--- config.mk ---
export PLATFORM = sky130hd
export DESIGN_NAME = clock_ratio_estimator_core_flat
export DESIGN_NICKNAME = d
export VERILOG_FILES = /design/src/cre_pkg.sv /design/src/cre_stream_if.sv /design/src/cre_div.sv /design/src/cre_dp.sv /design/src/cre_ctrl.sv /design/src/clock_ratio_estimator_core.sv /design/src/flat_wrapper.sv
export SDC_FILE = /design/constraint.sdc
export NUM_CORES = 2
export LEC_CHECK = 0
export ABC_AREA = 1
export BUFFER_PORTS_ARGS = -buffer_cell sky130_fd_sc_hd__buf_2
export CORE_MARGIN = 5
export CORE_UTILIZATION = 65
export CTS_BUF_LIST = sky130_fd_sc_hd__clkbuf_8
export DETAILED_ROUTE_END_ITERATION = 10
export GPL_TIMING_DRIVEN = 0
export PLACE_DENSITY = 0.91
export SLEW_MARGIN = 20
export SYNTH_ARGS = -nofsm -noshare
export SYNTH_HDL_FRONTEND = slang
export SYNTH_SLANG_ARGS = --single-unit
--- constraint.sdc ---
create_clock -name clk -period 23.9 [get_ports clk]
set_input_delay 1.195 -clock clk [delete_from_list [all_inputs] [get_ports clk]]
set_output_delay 1.195 -clock clk [all_outputs]
set_load 0.02 [all_outputs]
--- src/cre_pkg.sv ---
`timescale 1ns / 1ps
// Package: shared types, constants and tables for the clock ratio estimator.
package cre_pkg;

	localparam int HISTORY_DEPTH_DEF = 10;
	localparam int CFG_IDX_W         = 1;
	localparam int CFG_DATA_W        = 10;
	localparam int DEN_W             = 50;
	localparam int QUO_W             = 32;
	localparam int STEP_W            = 6;

	localparam logic [CFG_IDX_W-1:0] REG_INTERVAL = 1'b0;
	localparam logic [CFG_IDX_W-1:0] REG_SETTLE   = 1'b1;

	localparam logic [9:0]  INTERVAL_RST = 10'd100;
	localparam logic [7:0]  SETTLE_RST   = 8'd10;
	localparam logic [31:0] RATIO_ONE    = 32'h0100_0000;
	localparam logic [31:0] RATIO_MAX    = 32'hFFFF_FFFF;
	localparam logic [17:0] RECIP_1000   = 18'd134218;
	localparam logic [STEP_W-1:0] RATIO_STEPS = 6'd32;
	localparam logic [STEP_W-1:0] MOD_STEPS   = 6'd20;

	typedef struct packed {
		logic [5:0]  wall_sec;
		logic [9:0]  wall_msec;
		logic [27:0] delta_time;
	} tick_t;

	typedef struct packed {
		logic [31:0] factor;
		logic        sample_taken;
		logic        factor_updated;
	} result_t;

	typedef struct packed {
		logic accept;
		logic acc;
		logic wq;
		logic shift;
		logic devm;
		logic deva;
		logic decide;
		logic div_ratio;
		logic div_mod;
		logic ratio_load;
		logic mod_load;
		logic out_load;
	} cmd_t;

	typedef struct packed {
		logic primed;
		logic sample_hit;
		logic dev_last;
		logic need_div;
		logic div_done;
	} sts_t;

	typedef struct packed {
		logic              start;
		logic [DEN_W-1:0]  den;
		logic [DEN_W-1:0]  r_init;
		logic [QUO_W-1:0]  dividend;
		logic [STEP_W-1:0] steps;
	} div_req_t;

	typedef struct packed {
		logic             done;
		logic [QUO_W-1:0] quo;
		logic [DEN_W-1:0] rem;
	} div_rsp_t;

	// ceil(2^20 / k), exact floor division of 16-bit values by k
	function automatic logic [20:0] recip(input logic [3:0] k);
		logic [20:0] r;
		case (k)
			4'd1:    r = 21'd1048576;
			4'd2:    r = 21'd524288;
			4'd3:    r = 21'd349526;
			4'd4:    r = 21'd262144;
			4'd5:    r = 21'd209716;
			4'd6:    r = 21'd174763;
			4'd7:    r = 21'd149797;
			4'd8:    r = 21'd131072;
			4'd9:    r = 21'd116509;
			4'd10:   r = 21'd104858;
			4'd11:   r = 21'd95326;
			4'd12:   r = 21'd87382;
			4'd13:   r = 21'd80660;
			4'd14:   r = 21'd74899;
			4'd15:   r = 21'd69906;
			default: r = 21'd0;
		endcase
		return r;
	endfunction

endpackage

--- src/cre_stream_if.sv ---
`timescale 1ns / 1ps
// Interface: valid/ready stream channel carrying one item.
interface cre_stream_if #(parameter type T = logic) ();
	logic valid;
	logic ready;
	T     data;

	modport source (output valid, output data, input ready);
	modport sink (input valid, input data, output ready);
endinterface

--- src/cre_div.sv ---
`timescale 1ns / 1ps
// Shared restoring divider: one quotient bit per cycle.
module cre_div (
	input  logic              clk,
	input  logic              arst_n,
	input  cre_pkg::div_req_t req,
	output cre_pkg::div_rsp_t rsp
);

	logic [cre_pkg::DEN_W-1:0]  den_q;
	logic [cre_pkg::DEN_W-1:0]  r_q;
	logic [cre_pkg::QUO_W-1:0]  dvd_q;
	logic [cre_pkg::QUO_W-1:0]  quo_q;
	logic [cre_pkg::STEP_W-1:0] cnt_q;
	logic [cre_pkg::DEN_W:0]    rs;
	logic [cre_pkg::DEN_W:0]    diffv;
	logic                       ge;

	always_comb begin
		rs    = {r_q, dvd_q[cre_pkg::QUO_W-1]};
		diffv = rs - {1'b0, den_q};
		ge    = rs >= {1'b0, den_q};
	end

	always_ff @(posedge clk or negedge arst_n) begin
		if (!arst_n) begin
			cnt_q <= '0;
		end else if (req.start) begin
			cnt_q <= req.steps;
		end else if (cnt_q != '0) begin
			cnt_q <= cnt_q - 1'b1;
		end
	end

	always_ff @(posedge clk) begin
		if (req.start) begin
			den_q <= req.den;
			r_q   <= req.r_init;
			dvd_q <= req.dividend;
			quo_q <= '0;
		end else if (cnt_q != '0) begin
			r_q   <= ge ? diffv[cre_pkg::DEN_W-1:0] : rs[cre_pkg::DEN_W-1:0];
			quo_q <= {quo_q[cre_pkg::QUO_W-2:0], ge};
			dvd_q <= {dvd_q[cre_pkg::QUO_W-2:0], 1'b0};
		end
	end

	assign rsp.done = (cnt_q == '0);
	assign rsp.quo  = quo_q;
	assign rsp.rem  = r_q;

endmodule

--- src/cre_dp.sv ---
`timescale 1ns / 1ps
// Datapath: accumulators, histories, deviation sum, factor and output register.
module cre_dp #(
	parameter int HISTORY_DEPTH = cre_pkg::HISTORY_DEPTH_DEF
) (
	input  logic                            clk,
	input  logic                            arst_n,
	input  logic                            cfg_we,
	input  logic [cre_pkg::CFG_IDX_W-1:0]   cfg_index,
	input  logic [cre_pkg::CFG_DATA_W-1:0]  cfg_data,
	input  cre_pkg::tick_t                  tick_data,
	input  cre_pkg::cmd_t                   cmd,
	output cre_pkg::sts_t                   sts,
	output cre_pkg::result_t                result_data
);

	localparam int KW    = $clog2(HISTORY_DEPTH);
	localparam int DEV_W = 16 + KW;
	localparam int LAST  = HISTORY_DEPTH - 1;
	localparam int PREV  = HISTORY_DEPTH - 2;

	logic [9:0]              interval_q;
	logic [7:0]              settle_left_q;
	cre_pkg::tick_t          in_q;
	logic                    primed_q;
	logic [5:0]              prev_sec_q;
	logic [9:0]              prev_msec_q;
	logic signed [19:0]      ms_accum_q;
	logic [31:0]             local_accum_q;
	logic [15:0]             wh_q [HISTORY_DEPTH];
	logic [39:0]             lh_q [HISTORY_DEPTH];
	logic [31:0]             ratio_q;
	logic                    sampled_q;
	logic                    updated_q;
	logic [34:0]             wprod_s1;
	logic                    wneed_q;
	logic [KW-1:0]           kcnt_q;
	logic [36:0]             dprod_s1;
	logic [DEV_W-1:0]        dev_q;
	logic [49:0]             den_q;
	cre_pkg::result_t        out_q;

	logic [9:0]              ivl;
	logic signed [7:0]       dsec, d1, d2;
	logic [5:0]              ds;
	logic [15:0]             ds_k;
	logic signed [17:0]      step;
	logic signed [21:0]      msum;
	logic signed [19:0]      ms_next;
	logic [32:0]             lsum;
	logic [15:0]             wdiff;
	logic [16:0]             wx;
	logic [7:0]              wq8;
	logic [17:0]             wadd;
	logic [17:0]             w0;
	logic [15:0]             wsub;
	logic [39:0]             lbase;
	logic [KW-1:0]           idx;
	logic [15:0]             span_a;
	logic [15:0]             avg;
	logic [15:0]             adev;
	logic [15:0]             wspan;
	logic [39:0]             lspan;
	logic                    dev_ok;
	logic                    sat_hit;
	cre_pkg::div_req_t       dreq;
	cre_pkg::div_rsp_t       drsp;

	assign ivl = (interval_q == '0) ? 10'd1 : interval_q;

	always_comb begin
		dsec  = $signed({2'b0, in_q.wall_sec}) - $signed({2'b0, prev_sec_q});
		d1    = (dsec < 0) ? dsec + 8'sd60 : dsec;
		d2    = (d1 < 0) ? d1 + 8'sd60 : d1;
		ds    = (d2 >= 8'sd60) ? 6'(d2 - 8'sd60) : 6'(d2);
		ds_k  = {ds, 10'b0} - {6'b0, ds, 4'b0} - {7'b0, ds, 3'b0};
		step  = $signed({8'b0, in_q.wall_msec}) - $signed({8'b0, prev_msec_q})
			+ $signed({2'b0, ds_k});
		msum  = {{2{ms_accum_q[19]}}, ms_accum_q} + {{4{step[17]}}, step};
		if (msum > 22'sd524287) begin
			ms_next = 20'sh7FFFF;
		end else if (msum < -22'sd524288) begin
			ms_next = 20'sh80000;
		end else begin
			ms_next = msum[19:0];
		end
		lsum = {1'b0, local_accum_q} + {5'b0, in_q.delta_time};
	end

	always_comb begin
		wdiff = wh_q[0] - {6'b0, in_q.wall_msec};
		wx    = {1'b0, wdiff} + 17'd999;
		wq8   = wprod_s1[34:27];
		wadd  = {wq8, 10'b0} - {6'b0, wq8, 4'b0} - {7'b0, wq8, 3'b0};
		w0    = {8'b0, in_q.wall_msec} + (wneed_q ? wadd : 18'd0);
		wsub  = (wh_q[PREV] > 16'd1000) ? 16'd1000 : 16'd0;
		lbase = lh_q[PREV];
	end

	always_comb begin
		idx    = KW'(LAST) - kcnt_q;
		span_a = wh_q[idx] - wh_q[LAST];
		avg    = dprod_s1[35:20];
		adev   = (avg >= {6'b0, ivl}) ? avg - {6'b0, ivl} : {6'b0, ivl} - avg;
		wspan  = wh_q[0] - wh_q[LAST];
		lspan  = lh_q[0];
		dev_ok = dev_q < DEV_W'(ivl);
		sat_hit = {18'b0, wspan, 16'b0} >= den_q;
	end

	always_comb begin
		sts.primed     = primed_q;
		sts.sample_hit = ms_accum_q >= $signed({10'b0, ivl});
		sts.dev_last   = (kcnt_q == KW'(LAST));
		sts.need_div   = dev_ok && (settle_left_q == '0) && (lspan != '0) && !sat_hit;
		sts.div_done   = drsp.done;
	end

	always_comb begin
		dreq.start    = cmd.div_ratio || cmd.div_mod;
		dreq.den      = cmd.div_ratio ? den_q : {40'b0, ivl};
		dreq.r_init   = cmd.div_ratio ? {18'b0, wspan, 16'b0} : '0;
		dreq.dividend = cmd.div_ratio ? 32'b0 : {ms_accum_q, 12'b0};
		dreq.steps    = cmd.div_ratio ? cre_pkg::RATIO_STEPS : cre_pkg::MOD_STEPS;
	end

	cre_div u_div (
		.clk    (clk),
		.arst_n (arst_n),
		.req    (dreq),
		.rsp    (drsp)
	);

	always_ff @(posedge clk or negedge arst_n) begin
		if (!arst_n) begin
			interval_q     <= cre_pkg::INTERVAL_RST;
			settle_left_q  <= cre_pkg::SETTLE_RST;
			primed_q       <= 1'b0;
			prev_sec_q     <= '0;
			prev_msec_q    <= '0;
			ms_accum_q     <= '0;
			local_accum_q  <= '0;
			ratio_q        <= cre_pkg::RATIO_ONE;
			sampled_q      <= 1'b0;
			updated_q      <= 1'b0;
			kcnt_q         <= '0;
			dev_q          <= '0;
			for (int k = 0; k < HISTORY_DEPTH; k++) begin
				wh_q[k] <= '0;
				lh_q[k] <= '0;
			end
		end else begin
			if (cfg_we) begin
				if (cfg_index == cre_pkg::REG_INTERVAL) begin
					interval_q <= cfg_data;
				end else begin
					settle_left_q <= cfg_data[7:0];
				end
			end
			if (cmd.accept) begin
				sampled_q <= 1'b0;
				updated_q <= 1'b0;
				if (!primed_q) begin
					primed_q    <= 1'b1;
					prev_sec_q  <= tick_data.wall_sec;
					prev_msec_q <= tick_data.wall_msec;
				end
			end
			if (cmd.acc) begin
				ms_accum_q    <= ms_next;
				local_accum_q <= lsum[32] ? 32'hFFFF_FFFF : lsum[31:0];
				prev_sec_q    <= in_q.wall_sec;
				prev_msec_q   <= in_q.wall_msec;
			end
			if (cmd.shift) begin
				wh_q[0] <= w0[15:0] - wsub;
				lh_q[0] <= lh_q[0] + {8'b0, local_accum_q} - lbase;
				for (int k = 1; k < HISTORY_DEPTH; k++) begin
					wh_q[k] <= wh_q[k-1] - wsub;
					lh_q[k] <= lh_q[k-1] - lbase;
				end
				local_accum_q <= '0;
				sampled_q     <= 1'b1;
				kcnt_q        <= KW'(1);
				dev_q         <= '0;
			end
			if (cmd.deva) begin
				dev_q  <= dev_q + DEV_W'(adev);
				kcnt_q <= kcnt_q + 1'b1;
			end
			if (cmd.decide && dev_ok) begin
				if (settle_left_q != '0) begin
					settle_left_q <= settle_left_q - 1'b1;
				end else if (lspan != '0 && sat_hit) begin
					ratio_q   <= cre_pkg::RATIO_MAX;
					updated_q <= 1'b1;
				end
			end
			if (cmd.ratio_load) begin
				ratio_q   <= drsp.quo;
				updated_q <= 1'b1;
			end
			if (cmd.mod_load) begin
				ms_accum_q <= $signed({10'b0, drsp.rem[9:0]});
			end
		end
	end

	always_ff @(posedge clk) begin
		if (cmd.accept) begin
			in_q <= tick_data;
		end
		if (cmd.wq) begin
			wprod_s1 <= 35'(wx) * 35'(cre_pkg::RECIP_1000);
			wneed_q  <= {6'b0, in_q.wall_msec} < wh_q[0];
		end
		if (cmd.devm) begin
			dprod_s1 <= 37'(span_a) * 37'(cre_pkg::recip(4'(kcnt_q)));
		end
		den_q <= {lspan, 10'b0} - {6'b0, lspan, 4'b0} - {7'b0, lspan, 3'b0};
		if (cmd.out_load) begin
			out_q <= '{factor: ratio_q, sample_taken: sampled_q, factor_updated: updated_q};
		end
	end

	assign result_data = out_q;

	a_upd_needs_sample: assert property (@(posedge clk) disable iff (!arst_n)
		updated_q |-> sampled_q)
		else $error("factor updated without a sample");

	a_ratio_change: assert property (@(posedge clk) disable iff (!arst_n)
		(ratio_q != $past(ratio_q)) |-> updated_q)
		else $error("factor changed without update flag");

endmodule

--- src/cre_ctrl.sv ---
`timescale 1ns / 1ps
// Controller: sequences one item through the datapath and owns the handshakes.
module cre_ctrl (
	input  logic          clk,
	input  logic          arst_n,
	input  logic          tick_valid,
	output logic          tick_ready,
	output logic          res_valid,
	input  logic          res_ready,
	input  cre_pkg::sts_t sts,
	output cre_pkg::cmd_t cmd
);

	typedef enum logic [10:0] {
		S_IDLE   = 11'b000_0000_0001,
		S_ACC    = 11'b000_0000_0010,
		S_WQ     = 11'b000_0000_0100,
		S_SHIFT  = 11'b000_0000_1000,
		S_DEVM   = 11'b000_0001_0000,
		S_DEVA   = 11'b000_0010_0000,
		S_DECIDE = 11'b000_0100_0000,
		S_RDIV   = 11'b000_1000_0000,
		S_MODW   = 11'b001_0000_0000,
		S_FIN    = 11'b010_0000_0000,
		S_SPARE  = 11'b100_0000_0000
	} state_t;

	state_t state_q, state_d;
	logic   out_valid_q;

	always_comb begin
		state_d = state_q;
		cmd     = '0;
		case (state_q)
			S_IDLE: begin
				if (tick_valid) begin
					cmd.accept = 1'b1;
					state_d    = sts.primed ? S_ACC : S_FIN;
				end
			end
			S_ACC: begin
				cmd.acc = 1'b1;
				state_d = S_WQ;
			end
			S_WQ: begin
				cmd.wq  = 1'b1;
				state_d = sts.sample_hit ? S_SHIFT : S_FIN;
			end
			S_SHIFT: begin
				cmd.shift = 1'b1;
				state_d   = S_DEVM;
			end
			S_DEVM: begin
				cmd.devm = 1'b1;
				state_d  = S_DEVA;
			end
			S_DEVA: begin
				cmd.deva = 1'b1;
				state_d  = sts.dev_last ? S_DECIDE : S_DEVM;
			end
			S_DECIDE: begin
				cmd.decide = 1'b1;
				if (sts.need_div) begin
					cmd.div_ratio = 1'b1;
					state_d       = S_RDIV;
				end else begin
					cmd.div_mod = 1'b1;
					state_d     = S_MODW;
				end
			end
			S_RDIV: begin
				if (sts.div_done) begin
					cmd.ratio_load = 1'b1;
					cmd.div_mod    = 1'b1;
					state_d        = S_MODW;
				end
			end
			S_MODW: begin
				if (sts.div_done) begin
					cmd.mod_load = 1'b1;
					state_d      = S_FIN;
				end
			end
			S_FIN: begin
				if (!out_valid_q || res_ready) begin
					cmd.out_load = 1'b1;
					state_d      = S_IDLE;
				end
			end
			default: state_d = S_IDLE;
		endcase
	end

	always_ff @(posedge clk or negedge arst_n) begin
		if (!arst_n) begin
			state_q     <= S_IDLE;
			out_valid_q <= 1'b0;
		end else begin
			state_q <= state_d;
			if (cmd.out_load) begin
				out_valid_q <= 1'b1;
			end else if (res_ready) begin
				out_valid_q <= 1'b0;
			end
		end
	end

	assign tick_ready = (state_q == S_IDLE);
	assign res_valid  = out_valid_q;

	a_no_overwrite: assert property (@(posedge clk) disable iff (!arst_n)
		cmd.out_load |-> (!out_valid_q || res_ready))
		else $error("result register overwritten");

	a_one_item: assert property (@(posedge clk) disable iff (!arst_n)
		(tick_valid && tick_ready) |=> !tick_ready)
		else $error("second item taken while busy");

	a_div_start_idle: assert property (@(posedge clk) disable iff (!arst_n)
		cmd.div_ratio |-> sts.div_done)
		else $error("divider restarted while busy");

endmodule

--- src/clock_ratio_estimator_core.sv ---
`timescale 1ns / 1ps
// Top level: clock ratio estimator core.
//
// channel  dir  payload                                        accepted when
// tick     in   wall_sec, wall_msec, delta_time                valid && ready
// result   out  factor, sample_taken, factor_updated           valid && ready
// cfg      in   cfg_index (0 interval_ms, 1 settle_count)      cfg_we
//
// One item at a time. The first item after reset goes straight to the result
// register; one that does not reach the interval is accumulated first. A
// sampled item then shifts the histories and sums the deviation; the shared
// bit-serial divider then divides the factor, if needed, and the interval modulo.
// Reset is asynchronous and needs no clearing pass. A stalled result holds
// the block in its final state; the next tick is taken once the result moves.
module clock_ratio_estimator_core #(
	parameter int HISTORY_DEPTH = cre_pkg::HISTORY_DEPTH_DEF
) (
	input  logic                           clk,
	input  logic                           arst_n,
	input  logic                           cfg_we,
	input  logic [cre_pkg::CFG_IDX_W-1:0]  cfg_index,
	input  logic [cre_pkg::CFG_DATA_W-1:0] cfg_data,
	cre_stream_if.sink                     tick,
	cre_stream_if.source                   result
);

	cre_pkg::cmd_t    cmd;
	cre_pkg::sts_t    sts;
	cre_pkg::tick_t   tick_data;
	cre_pkg::result_t result_data;

	assign tick_data   = tick.data;
	assign result.data = result_data;

	cre_ctrl u_ctrl (
		.clk        (clk),
		.arst_n     (arst_n),
		.tick_valid (tick.valid),
		.tick_ready (tick.ready),
		.res_valid  (result.valid),
		.res_ready  (result.ready),
		.sts        (sts),
		.cmd        (cmd)
	);

	cre_dp #(.HISTORY_DEPTH(HISTORY_DEPTH)) u_dp (
		.clk         (clk),
		.arst_n      (arst_n),
		.cfg_we      (cfg_we),
		.cfg_index   (cfg_index),
		.cfg_data    (cfg_data),
		.tick_data   (tick_data),
		.cmd         (cmd),
		.sts         (sts),
		.result_data (result_data)
	);

endmodule
--- src/flat_wrapper.sv ---
// flat-port wrapper written by rule: the top's interface ports become plain ports
module clock_ratio_estimator_core_flat 
#(
	parameter int HISTORY_DEPTH = cre_pkg::HISTORY_DEPTH_DEF
)
  (clk, arst_n, cfg_we, cfg_index, cfg_data, tick_valid, tick_data, tick_ready, result_valid, result_data, result_ready);
  cre_stream_if tick_i ();
  cre_stream_if result_i ();
  input  logic clk;
  input  logic arst_n;
  input  logic cfg_we;
  input  logic [cre_pkg::CFG_IDX_W-1:0] cfg_index;
  input  logic [cre_pkg::CFG_DATA_W-1:0] cfg_data;
  input wire logic [$bits(tick_i.valid)-1:0] tick_valid;
  input wire logic [$bits(tick_i.data)-1:0] tick_data;
  output wire logic [$bits(tick_i.ready)-1:0] tick_ready;
  output wire logic [$bits(result_i.valid)-1:0] result_valid;
  output wire logic [$bits(result_i.data)-1:0] result_data;
  input wire logic [$bits(result_i.ready)-1:0] result_ready;
  assign tick_i.valid = tick_valid;
  assign tick_i.data = tick_data;
  assign tick_ready = tick_i.ready;
  assign result_valid = result_i.valid;
  assign result_data = result_i.data;
  assign result_i.ready = result_ready;
  clock_ratio_estimator_core #(.HISTORY_DEPTH(HISTORY_DEPTH)) u_core (.clk(clk), .arst_n(arst_n), .cfg_we(cfg_we), .cfg_index(cfg_index), .cfg_data(cfg_data), .tick(tick_i), .result(result_i));
endmodule
==> flow_summary.json <==
{
  "p_per_area_mw_per_mm2": 41.1,
  "syn_inst": 12145,
  "antenna_violating_nets_post_route": 0,
  "slowest_delay_ns": 0.69,
  "slew-limit-headroom_pct": 12.2,
  "wl_per_cell_um": 23.0,
  "max_freq_mhz": 94.0,
  "hold_viol": 0,
  "fp.coreArea_mm2": 0.129,
  "drt_iter0_markers": 11362,
  "cp.required_ns": 24.56,
  "root_buffer": "clkbuf_8",
  "worst_slew_pin_slew_ns": 1.32,
  "period_needed_ns": 10.63,
  "htree_levels": 4,
  "crit_fanout": 14,
  "avgSynthCellArea_um2": 6.94,
  "reg2reg_depth": 36,
  "yosys-top-cells-count": "2,658 x nand2_1, 1,918 x inv_1, 1,365 x nor2_1",
  "synth_top_family_by_area": "simple AND/OR/NAND/NOR gates",
  "die_h_um": 370,
  "initial_utilization_pct": 65.3,
  "ctsLongestPathBuffers": 3,
  "dp.final_hpwl_mm": 256,
  "leakagePower_nw": 50.3,
  "synth_xor_area_share_pct": 3.93,
  "rsz0062_at_grt": "false",
  "status": "finished, violations left",
  "antenna_found_initial": 14,
  "grtUsageTotal_pct": 46.5,
  "buffer_ports.inserted": 19,
  "peakVddDrop_v": 0.0000540,
  "place_inst": 13919,
  "layout.nets": 13563,
  "clk_pin_slew_ns": 0.07,
  "cts_tree": "done",
  "fin_hold_ws_ns": 0.161,
  "ios": 20,
  "finalCritPeriodShare_pct": 44.5,
  "synth_seq_cells": 788,
  "cts_made_buffers": 146,
  "grt_overflow_total": 0,
  "hp-class": "in2async",
  "yosysMostFrequentCell": "nand2_1",
  "syn_nets": 13382,
  "critPathLaunchType": "flip-flop",
  "numClockSinks": 788,
  "die_w_um": 370,
  "finClkSkew_ns": 0.0514,
  "synth_edf_count": 147,
  "setup_viol_count_final": 0,
  "crit_path_top_delay_cell": "fa_1",
  "synthSimpleGateAreaFrac_pct": 25.6,
  "synthMuxAreaShare_pct": 0.0267,
  "fp.dieArea_mm2": 0.137,
  "crit_type": "reg2reg",
  "netlist.top_cell.by_area": "dfrtp_1",
  "yosys_warnings": 0,
  "async_flop_share_pct": 75.4,
  "syn2layout_area_growth_pct": 7.21,
  "grt_pass1_wl_mm": 491,
  "synth_top_area_share_pct": 17.4,
  "drc_errors": 25,
  "post_cts_resize_count": 0,
  "crit_arrival_ns": 11.29,
  "post_cts_buffers": 0,
  "r2r_end": "u_core.u_dp.dprod_s1[35]",
  "utilization_pct": 70.0,
  "num_vias": 89386,
  "synth_compound_area_share_pct": 15.6,
  "ys_seq_area_share_pct": 24.0,
  "grt_max_degree": 98,
  "synthFlopType": "dfrtp_1",
  "violations": "DRC",
  "tns_ns": 0,
  "clk-insertion-delay-late_ns": 0.96,
  "drive_above_1_share_pct": 4.44,
  "slew_viol_final": 0,
  "fin_cells": 14205,
  "synth.distinct_cells": 73,
  "cp-end-kind": "flip-flop",
  "reg2reg_slack_ns": 13.27,
  "first_global_vias": 86149,
  "r2r_start": "u_core.u_dp.kcnt_q[1]",
  "firstDrtPassIters": 11,
  "hold_buffers": 0,
  "netlist_area_mm2": 0.0843,
  "fp-row-count": 132,
  "gp_congestion": 1.08,
  "synth_adder_area_share_pct": 21.0,
  "cap_violations": 0,
  "synth.area.top_cells": "dfrtp_1 17%, ha_1 13%, nand2_1 12%, inv_1 8.5%, fa_1 7.9%",
  "wirelength_mm": 327,
  "vias_per_cell": 6.29
}
[registers in the layout (all words and copies together) (netlist names), 6 cells and up]
signal and count:
u_core.u_dp.u_div.r_q 50, u_core.u_dp.u_div.cnt_q 6, u_core.u_dp.settle_left_q 8, u_core.u_dp.wh_q 130, u_core.u_dp.lbase 40, u_core.u_dp.wprod_s1 8
u_core.u_dp.u_div.den_q 50, u_core.u_dp.lspan 40, u_core.u_dp.den_q 47, u_core.u_dp.dev_q 20, u_core.u_dp.u_div.dvd_q 20, u_core.u_dp.dprod_s1 16
u_core.u_dp.interval_q 10, u_core.u_ctrl.state_q 10, u_core.u_dp.lh_q 280, u_core.u_dp.local_accum_q 32, u_core.u_dp.ms_accum_q 11
[per-stage QoR]
step | power (W) | worst slack [ns] | instance area (um^2)
2_1_floorplan | 0.00193 | 15.84 | 84300
6_report | 0.00372 | 13.27 | 90400
5_1_grt | 0.00384 | 12.79 | 90400
3_3_place_gp | 0.00215 | 8.81 | 86600
4_1_cts | 0.00368 | 13.72 | 90300
3_5_place_dp | 0.00218 | 13.78 | 87000
[routing by layer]
| metal | GRT usage (%) | vias up | share of wire, % |
|---|---|---|---|
| met5 | 0 | - | 0.016 |
| li1 | - | 40076 | - |
| met2 | 70.8 | 6263 | 43 |
| met4 | 37.7 | 8 | 10 |
| met1 | 54.9 | 41182 | 35 |
| met3 | 13.2 | 1857 | 12 |
[cells by family after synthesis]
group           count (synthesis)
buf+inv                      2157
compound gates               2403
xor+xnor                      378
simple gates                 5197
fa+ha+maj                    1220
flops                         788
mux                             2
[worst max-delay path: cells and delay by family, from the launching register on]
kind | cells | cell delay [ns]
buf+inv | 7 | 2.13
fa+ha+maj | 9 | 4.37
flops | 1 | 0.55
simple gates | 13 | 1.96
compound gates | 7 | 1.33
[placed cells by master (no fill, tap or decap), types with 134 or more instances in the layout]
cell type	netlist	layout
ha_1	889	889
nand3_1	657	657
nand4_1	134	134
fa_1	331	331
a21oi_1	781	780
edfxtp_1	147	147
xnor2_1	150	150
nor3_1	156	154
xor2_1	227	227
nor2_1	1365	1365
nand2_1	2658	2657
o21ai_0	1009	1009
clkbuf_8	0	185
inv_1	1918	1938
dfrtp_1	588	588
a31oi_1	222	221
[area by class of cell]
type	instances	area, um^2
Multi-Input combinational cell	9200	55900
Fill cell	10929	38700
Sequential cell	788	20200
Inverter	1948	7310
Clock buffer	185	2550
Tap cell	1742	2180
Buffer	209	966
Clock inverter	79	793
Timing Repair Buffer	33	447
Antenna cell	21	52.6
[report_power, final]
part	switching, W	total (W)	internal [W]
registers	0.0000211	0.00141	0.00139
clock network	0.000668	0.00152	0.000855
logic	0.000544	0.000780	0.000236
total	0.00123	0.00372	0.00248
[how the worst max path moves through the flow]
stage,start,end,slack (ns),cells past startpoint
after detailed placement,u_core.u_dp.kcnt_q[1],u_core.u_dp.dprod_s1[30],13.78,39
after global placement,arst_n,u_core.u_dp.lh_q[356],8.81,1
final,u_core.u_dp.kcnt_q[1],u_core.u_dp.dprod_s1[35],13.27,36
after floorplan,u_core.u_dp.kcnt_q[1],u_core.u_dp.dprod_s1[32],15.84,42
after global routing,u_core.u_dp.kcnt_q[1],u_core.u_dp.dprod_s1[30],12.79,39
after CTS,u_core.u_dp.kcnt_q[1],u_core.u_dp.dprod_s1[30],13.72,39
No activity file was read; power rests on OpenSTA's default activity.
